$ cat src/hdl/pdct_pkg.sv
`timescale 1ns / 1ps

package pdct_pkg;

  localparam int ENTRIES   = 32;
  localparam int TIME_BITS = 40;

  localparam int IDX_W  = (ENTRIES > 1) ? $clog2(ENTRIES) : 1;
  localparam int CNT_W  = $clog2(ENTRIES + 1);
  localparam int ADDR_W = 48;
  localparam int NOW_W  = 40;
  localparam int SLOT_W = 5;
  localparam int CFG_W  = 32;
  localparam int CMP_W  = (TIME_BITS > CFG_W) ? TIME_BITS : CFG_W;

  localparam int CFG_IDX_W = 8;
  localparam logic [CFG_IDX_W-1:0] REG_COOLDOWN = CFG_IDX_W'(0);
  localparam logic [CFG_IDX_W-1:0] REG_DEDUP    = CFG_IDX_W'(1);

  localparam logic [CFG_W-1:0] COOLDOWN_RESET = CFG_W'(1800000);
  localparam logic [CFG_W-1:0] DEDUP_RESET    = CFG_W'(2000);

  typedef struct packed {
    logic [ADDR_W-1:0] peer_address;
    logic [NOW_W-1:0]  now_ms;
    logic              gates_open;
  } in_t;

  typedef struct packed {
    logic              connect;
    logic [SLOT_W-1:0] slot;
    logic              was_new;
    logic              evicted;
  } out_t;

  typedef struct packed {
    logic [ADDR_W-1:0]    addr;
    logic [TIME_BITS-1:0] seen;
    logic [TIME_BITS-1:0] conn;
  } ent_t;

endpackage

$ cat src/hdl/peer_dedup_cooldown_table_unit.sv
// peer sighting table with connect cooldown and dedup window
//
// input channel (in_valid_i / in_stall_o, payload in_data_i) carries one
// sighting: peer address, current ms time and a gate bit. each sighting gives
// exactly one result on the output channel (out_valid_o / out_stall_i,
// payload out_data_o): connect grant, table slot, new flag, eviction flag.
// cooldown and dedup spans are written on the cfg port (always ready); the
// user must write them only while the block is idle, which the block itself
// does not enforce. a sighting takes one pass over the stored entries through
// the single table read port, then, when a miss hits a full table, a search
// over all ENTRIES for the oldest entry, then the two window checks (one
// shared subtractor) and the table write. one sighting is in flight at a
// time; in_stall_o is high until its result is loaded.
// the result sits in an output register, so a new sighting is taken while
// the receiver stalls; a finished result waits for the register to free.
// reset empties the table (entry count zero) and restores the default spans.
`timescale 1ns / 1ps

module peer_dedup_cooldown_table_unit (
  input  logic                                clk_i,
  input  logic                                rst_ni,
  input  logic                                in_valid_i,
  output logic                                in_stall_o,
  input  pdct_pkg::in_t                       in_data_i,
  output logic                                out_valid_o,
  input  logic                                out_stall_i,
  output pdct_pkg::out_t                      out_data_o,
  input  logic                                cfg_valid_i,
  output logic                                cfg_ready_o,
  input  logic [pdct_pkg::CFG_IDX_W-1:0]      cfg_index_i,
  input  logic [pdct_pkg::CFG_W-1:0]          cfg_data_i
);

  localparam logic [2:0] S_IDLE  = 3'd0;
  localparam logic [2:0] S_SCAN  = 3'd1;
  localparam logic [2:0] S_EVICT = 3'd2;
  localparam logic [2:0] S_CHK0  = 3'd3;
  localparam logic [2:0] S_CHK1  = 3'd4;
  localparam logic [2:0] S_WR    = 3'd5;

  localparam logic [pdct_pkg::CNT_W-1:0] FULL = pdct_pkg::CNT_W'(pdct_pkg::ENTRIES);

  logic [2:0] state_q, state_d;
  logic [pdct_pkg::CNT_W-1:0] count_q, count_d;
  logic [pdct_pkg::CNT_W-1:0] idx_q, idx_d;
  logic                       rvalid_q, rvalid_d;
  logic [pdct_pkg::IDX_W-1:0] cmp_idx_q, cmp_idx_d;
  logic [pdct_pkg::IDX_W-1:0] slot_q, slot_d;
  logic [pdct_pkg::TIME_BITS-1:0] min_q, min_d;
  logic [pdct_pkg::TIME_BITS-1:0] seen_q, seen_d;
  logic [pdct_pkg::TIME_BITS-1:0] conn_q, conn_d;
  logic was_new_q, was_new_d;
  logic evicted_q, evicted_d;
  logic open_c_q, open_c_d;
  logic open_s_q, open_s_d;
  pdct_pkg::in_t item_q, item_d;
  logic [pdct_pkg::CFG_W-1:0] cooldown_q, dedup_q;
  logic       out_valid_q, out_valid_d;
  pdct_pkg::out_t out_q, out_d;

  pdct_pkg::ent_t entry_mem_q [pdct_pkg::ENTRIES];
  pdct_pkg::ent_t rdata_q;
  logic [pdct_pkg::IDX_W-1:0] raddr;
  logic           we;
  pdct_pkg::ent_t wdata;

  logic [pdct_pkg::TIME_BITS-1:0] now;
  logic [pdct_pkg::TIME_BITS-1:0] since;
  logic [pdct_pkg::CFG_W-1:0]     span;
  logic [pdct_pkg::TIME_BITS:0]   diff;
  logic                           win_open;
  logic                           issue;
  logic                           grant;

  assign now = pdct_pkg::TIME_BITS'(item_q.now_ms);

  // shared window unit: since != 0 and (now < since or now - since < span)
  always_comb begin
    if (state_q == S_CHK0) begin
      since = conn_q;
      span  = cooldown_q;
    end else begin
      since = seen_q;
      span  = dedup_q;
    end
    diff = {1'b0, now} - {1'b0, since};
    win_open = (since != '0) &&
               (diff[pdct_pkg::TIME_BITS] ||
                (pdct_pkg::CMP_W'(diff[pdct_pkg::TIME_BITS-1:0]) <
                 pdct_pkg::CMP_W'(span)));
  end

  assign grant = item_q.gates_open && !open_c_q && !open_s_q;

  always_comb begin
    state_d     = state_q;
    count_d     = count_q;
    idx_d       = idx_q;
    rvalid_d    = 1'b0;
    cmp_idx_d   = cmp_idx_q;
    slot_d      = slot_q;
    min_d       = min_q;
    seen_d      = seen_q;
    conn_d      = conn_q;
    was_new_d   = was_new_q;
    evicted_d   = evicted_q;
    open_c_d    = open_c_q;
    open_s_d    = open_s_q;
    item_d      = item_q;
    out_valid_d = out_valid_q && out_stall_i;
    out_d       = out_q;
    raddr       = idx_q[pdct_pkg::IDX_W-1:0];
    issue       = 1'b0;
    we          = 1'b0;
    wdata       = '{addr: item_q.peer_address, seen: seen_q, conn: conn_q};

    unique case (state_q)
      S_IDLE: begin
        if (in_valid_i) begin
          item_d  = in_data_i;
          idx_d   = '0;
          state_d = S_SCAN;
        end
      end
      S_SCAN: begin
        issue = idx_q < count_q;
        if (issue) begin
          idx_d     = idx_q + 1'b1;
          rvalid_d  = 1'b1;
          cmp_idx_d = idx_q[pdct_pkg::IDX_W-1:0];
        end
        if (rvalid_q && rdata_q.addr == item_q.peer_address) begin
          slot_d    = cmp_idx_q;
          seen_d    = rdata_q.seen;
          conn_d    = rdata_q.conn;
          was_new_d = 1'b0;
          evicted_d = 1'b0;
          state_d   = S_CHK0;
        end else if (!issue) begin
          // miss: append while there is room, else search for the oldest
          was_new_d = 1'b1;
          seen_d    = '0;
          conn_d    = '0;
          if (count_q != FULL) begin
            slot_d    = pdct_pkg::IDX_W'(count_q);
            count_d   = count_q + 1'b1;
            evicted_d = 1'b0;
            state_d   = S_CHK0;
          end else begin
            evicted_d = 1'b1;
            idx_d     = '0;
            rvalid_d  = 1'b0;
            state_d   = S_EVICT;
          end
        end
      end
      S_EVICT: begin
        issue = idx_q != FULL;
        if (issue) begin
          idx_d     = idx_q + 1'b1;
          rvalid_d  = 1'b1;
          cmp_idx_d = idx_q[pdct_pkg::IDX_W-1:0];
        end
        // strict less-than keeps the lowest index on a tie
        if (rvalid_q && (cmp_idx_q == '0 || rdata_q.seen < min_q)) begin
          min_d  = rdata_q.seen;
          slot_d = cmp_idx_q;
        end
        if (!issue && rvalid_q) begin
          state_d = S_CHK0;
        end
      end
      S_CHK0: begin
        open_c_d = win_open;
        state_d  = S_CHK1;
      end
      S_CHK1: begin
        open_s_d = win_open;
        state_d  = S_WR;
      end
      S_WR: begin
        if (!out_valid_q || !out_stall_i) begin
          we = 1'b1;
          if (grant) begin
            wdata.seen = now;
            wdata.conn = now;
          end
          out_valid_d     = 1'b1;
          out_d.connect   = grant;
          out_d.slot      = pdct_pkg::SLOT_W'(slot_q);
          out_d.was_new   = was_new_q;
          out_d.evicted   = evicted_q;
          state_d         = S_IDLE;
        end
      end
      default: begin
        state_d = S_IDLE;
      end
    endcase
  end

  always_ff @(posedge clk_i or negedge rst_ni) begin
    if (!rst_ni) begin
      state_q     <= S_IDLE;
      count_q     <= '0;
      rvalid_q    <= 1'b0;
      out_valid_q <= 1'b0;
      cooldown_q  <= pdct_pkg::COOLDOWN_RESET;
      dedup_q     <= pdct_pkg::DEDUP_RESET;
    end else begin
      state_q     <= state_d;
      count_q     <= count_d;
      rvalid_q    <= rvalid_d;
      out_valid_q <= out_valid_d;
      if (cfg_valid_i) begin
        if (cfg_index_i == pdct_pkg::REG_COOLDOWN) begin
          cooldown_q <= cfg_data_i;
        end else if (cfg_index_i == pdct_pkg::REG_DEDUP) begin
          dedup_q <= cfg_data_i;
        end
      end
    end
  end

  always_ff @(posedge clk_i) begin
    idx_q     <= idx_d;
    cmp_idx_q <= cmp_idx_d;
    slot_q    <= slot_d;
    min_q     <= min_d;
    seen_q    <= seen_d;
    conn_q    <= conn_d;
    was_new_q <= was_new_d;
    evicted_q <= evicted_d;
    open_c_q  <= open_c_d;
    open_s_q  <= open_s_d;
    item_q    <= item_d;
    out_q     <= out_d;
  end

  // entry table: one write port, one registered read port
  always_ff @(posedge clk_i) begin
    if (we) begin
      entry_mem_q[slot_q] <= wdata;
    end
    rdata_q <= entry_mem_q[raddr];
  end

  assign in_stall_o  = state_q != S_IDLE;
  assign out_valid_o = out_valid_q;
  assign out_data_o  = out_q;
  assign cfg_ready_o = 1'b1;

endmodule

$ cat config.mk
export PLATFORM = sky130hd
export DESIGN_NAME = peer_dedup_cooldown_table_unit
export DESIGN_NICKNAME = d
export VERILOG_FILES = /design/src/hdl/pdct_pkg.sv /design/src/hdl/peer_dedup_cooldown_table_unit.sv
export SDC_FILE = /design/constraint.sdc
export NUM_CORES = 2
export LEC_CHECK = 0
export BUFFER_PORTS_ARGS = -buffer_cell sky130_fd_sc_hd__buf_2
export CORE_ASPECT_RATIO = 0.7
export CORE_MARGIN = 4
export CORE_UTILIZATION = 35
export DETAILED_ROUTE_END_ITERATION = 10
export PLACE_DENSITY = 0.6
export SLEW_MARGIN = 20
export SYNTH_ARGS = -nofsm -noshare
export SYNTH_HDL_FRONTEND = slang
export SYNTH_SLANG_ARGS = --single-unit
$ cat constraint.sdc
create_clock -name clk_i -period 18.3 [get_ports clk_i]
set_input_delay 1.83 -clock clk_i [delete_from_list [all_inputs] [get_ports clk_i]]
set_output_delay 1.83 -clock clk_i [all_outputs]
set_load 0.1 [all_outputs]
==> summary.md <==
| Metric | Value |
|---|---|
| Status | completed |
| Pwr/cell area | 152.6 nW/µm² |
| Final #Nets | 8256 |
| Total GRT Usage | 0.1771 |
| Path depth of the worst reg2reg path | 23 |
| I/O pin count | 145 |
| Port Buffers | 143 |
| NetSw | 8.929 mW |
| Wire length of the first global-routing pass | 651.9 mm |
| # rows | 216 |
| Clk sink count | 4536 |
| Async SR Flop Fraction | 0.01653 |
| Maximum vdd drop | 0.1640 mV |
| Worst setup endpoint | open_c_q$_DFFE_PN_ |
| Dominant cell type by area after synthesis | edfxtp_1 |
| DRC | 0 |
| Vias per cell | 5.521 |
| CTS root buffer | clkbuf_16 |
| ANT nets after route | 0 |
| Post-cts gate resize count | 0 |
| HP Class | flop to flop |
| Fmax | 0.1313 GHz |
| Clock group share of total power | 0.294 |
| Placer congestion estimate | 0.8653 |
| Reg2reg end | open_c_q$_DFFE_PN_ |
| Combinational fraction of design power | 0.273 |
| Sw Ratio | 0.2937 |
| Post-Route Setup TNS | 0 ps |
| Filler cells | 43090 |
| DR vias | 83100 |
| Hold Vio Cnt, Final | 0 |
| Slew HR | 0.2227 |
| Die area | 511700 µm² |
| Routed WL | 460.9 mm |
| CP Class | flop to flop |
| Setup repair bufs after CTS | 0 |
| Pleak | 62.55 nW |
| Tcrit/Tclk final | 0.4162 |
| Critical Path Source | state_q[0]$_DFFE_PN0P_ |
| Hpwl dp | 240.5 mm |
| FF-to-FF setup slack | 10680 ps |
| Core region area | 496500 µm² |
| Pint | 21.47 mW |
| Largest net degree at the start of global routing | 148 |
| Clk Latency, worst-skew pair | 1040 ps |
| Die height | 599.7 µm |
| Post-Syn Area | 175000 µm² |
| Post-synth EDFFs | 4333 |
| Min Clock Period, post-route | 7616 ps |
| Total power | 30.40 mW |
| CTS tree | built |
| Synth warn | 0 |
| H-Tree Depth | 5 |
| Syn_nets | 7843 |
| Required @ worst endpoint | 19060 ps |
| Area grow syn2layout | 13.79% |
| Finish-stage setup viols | 0 |
| Crit start category | flop |
| Total gr overflow | 0 |
| Hold buffer count at CTS | 0 |
| Worst-path clk slew | 70 ps |
| Worst slew pin tran | 1166 ps |
| Netlist cell types | 83 |
| Die W | 853.2 µm |
| Largest cells by area after synthesis | edfxtp_1 (74%), mux4_2 (16%), dfxtp_1 (1.5%), mux2_2 (1.3%), dfrtp_1 (0.83%) |
| Sequential area share after synthesis | 0.7688 |
| Maximum capacitance violations | 0 |
| Count leader, synth | edfxtp_1 |
| Initial Util | 0.3526 |
| Initial antenna violation count | 34 |
| Layout cells sized above 1 | 0.3054 |
| Top cell type's share of synthesized area | 0.7434 |
| Drt first pass iters | 6 |
| Sequential Power Share | 0.433 |
| Num CTS Buffers | 421 |
| Max Root-Sink Buffers | 4 |
| #FFs+latches synth | 4536 |
| Final Max Tran Viols | 0 |
| WL/cell | 30.62 µm |
| Synth Flop Type | edfxtp_1 |
| Crit-path max FO | 49 |
| Starting DRC count in detailed routing | 11700 |
| Avg Inst Size Synth | 23.04 µm² |
| Syn Inst Count | 7598 |
| Commonest cells post-synth | edfxtp_1 (4333), mux4_2 (1280), nand2_1 (262) |
| Vias in the first global route | 83520 |
| Worst Setup End Kind | flop |
| RR Startpoint | state_q[0]$_DFFE_PN0P_ |
| Worst path arrival time | 8380 ps |
| Layout Skew | 163.9 ps |
| Unrepaired setup endpoints after global routing | no |
-- worst min path at each step --
stage,start,endpoint,slack (ps),depth (start not counted)
2_1_floorplan,evicted_q$_SDFFCE_PP0P_,out_data_o[0]$_DFFE_PP_,400,0
3_3_place_gp,evicted_q$_SDFFCE_PP0P_,out_data_o[0]$_DFFE_PP_,400,0
3_5_place_dp,evicted_q$_SDFFCE_PP0P_,out_data_o[0]$_DFFE_PP_,420,0
4_1_cts,evicted_q$_SDFFCE_PP0P_,out_data_o[0]$_DFFE_PP_,440,0
5_1_grt,evicted_q$_SDFFCE_PP0P_,out_data_o[0]$_DFFE_PP_,450,0
6_report,evicted_q$_SDFFCE_PP0P_,out_data_o[0]$_DFFE_PP_,440,0
-- per-stage QoR --
step,cells,instance area (µm²),hold slack (ps),setup WS (ps),util
finish,15050,199200,437.6,10680,0.4012
floorplan,7598,175000,400.3,9748,-
CTS,15020,199000,440.4,10860,0.4007
detailed placement,14230,184900,419.5,10880,0.3723
global placement,14230,184800,400.6,10980,0.3721
global route,15050,199200,446.8,10370,0.4012
-- cell families (layout without fill, tap and decap cells) --
kind of cell	count (synthesis)	in the layout	share of synthesized area
flip-flops	4536	4536	0.7688
multiplexers	1547	1547	0.1815
AND/OR/NAND/NOR	606	606	0.01695
buffers and inverters	438	1219	0.009514
AO/OA/AOI/OAI	248	248	0.009536
adder cells (fa/ha/maj)	124	124	0.008728
XOR/XNOR	98	98	0.004947
other	1	25	0.00002142
-- worst max-delay path, stage by stage, from the launching register on --
cell       delay (ps)
dfrtp_1           660
nand3b_4          280
inv_4             660
mux2i_1           230
ha_1              470
a21oi_1           130
o21ai_0           340
a311oi_1          160
o41ai_4           650
a21oi_2           170
o2111ai_2         270
a41oi_2           220
o21ai_1           200
xor2_1            180
ha_1              270
a21o_1            170
a21o_1            180
a21oi_1           250
nor2_1             80
or4b_2            600
or3b_2            500
nor2_1            110
nand4_1           110
o41ai_1           420
-- state kept, by name, indices dropped and copies added, names as in the netlist --
name and count:
state_q 3, out_data_o 8, cooldown_q 32, dedup_q 32, rvalid_q 1, rdata_q 128
slot_q 5, seen_q 40, cmp_idx_q 5, was_new_q 1, now 40, idx_q 6
open_c_q 1, min_q 40, entry_mem_q 4096, conn_q 40, evicted_q 1, open_s_q 1
item_q 49, count_q 6, out_valid_o 1
-- metal layers --
layer | routed length, µm | track usage | share of wire
met5 | 27 | 0 | 0.000059
met4 | 11910 | 0.04349 | 0.026
met3 | 38540 | 0.02816 | 0.084
met2 | 214500 | 0.2761 | 0.47
met1 | 196000 | 0.2624 | 0.43
-- area by class of cell --
type                            instances  area, µm²  area share
Antenna cell                           24      60.06   0.0003015
Multi-Input combinational cell       2624      39150      0.1966
Clock inverter                        221       2590     0.01300
Timing Repair Buffer                  354       2675     0.01343
Clock buffer                          570      11520     0.05783
Sequential cell                      4536     134600      0.6757
Tap cell                             6649       8319     0.04177
Inverter                               74      280.3    0.001407
-- power groups by stage --
stage / Combinational (mW) / Sequential, mW / Clock [mW]
after floorplan: 5.93 / 13.2 / 0
after global placement: 8.21 / 13.4 / 0
after detailed placement: 8.31 / 13.4 / 0
after CTS: 8.34 / 13.2 / 9.11
after global routing: 8.90 / 13.2 / 9.57
final: 8.30 / 13.2 / 8.93
-- layout by cell type, fill, tap and decap left out, types with 43 or more instances in the layout --
cell type  instances
a21o_1            56
a21oi_1           68
and2_1            85
buf_2            142
buf_4            180
clkbuf_1         109
clkbuf_16        423
clkinv_1          58
clkinv_2          70
dfrtp_1           58
dfxtp_1          128
edfxtp_1        4333
ha_1             110
inv_1             73
mux2_2           198
mux2i_1           67
mux4_2          1280
nand2_1          243
nor2_1            43
xnor2_1           53
xor2_1            44
(Power assumes the default switching activity.)
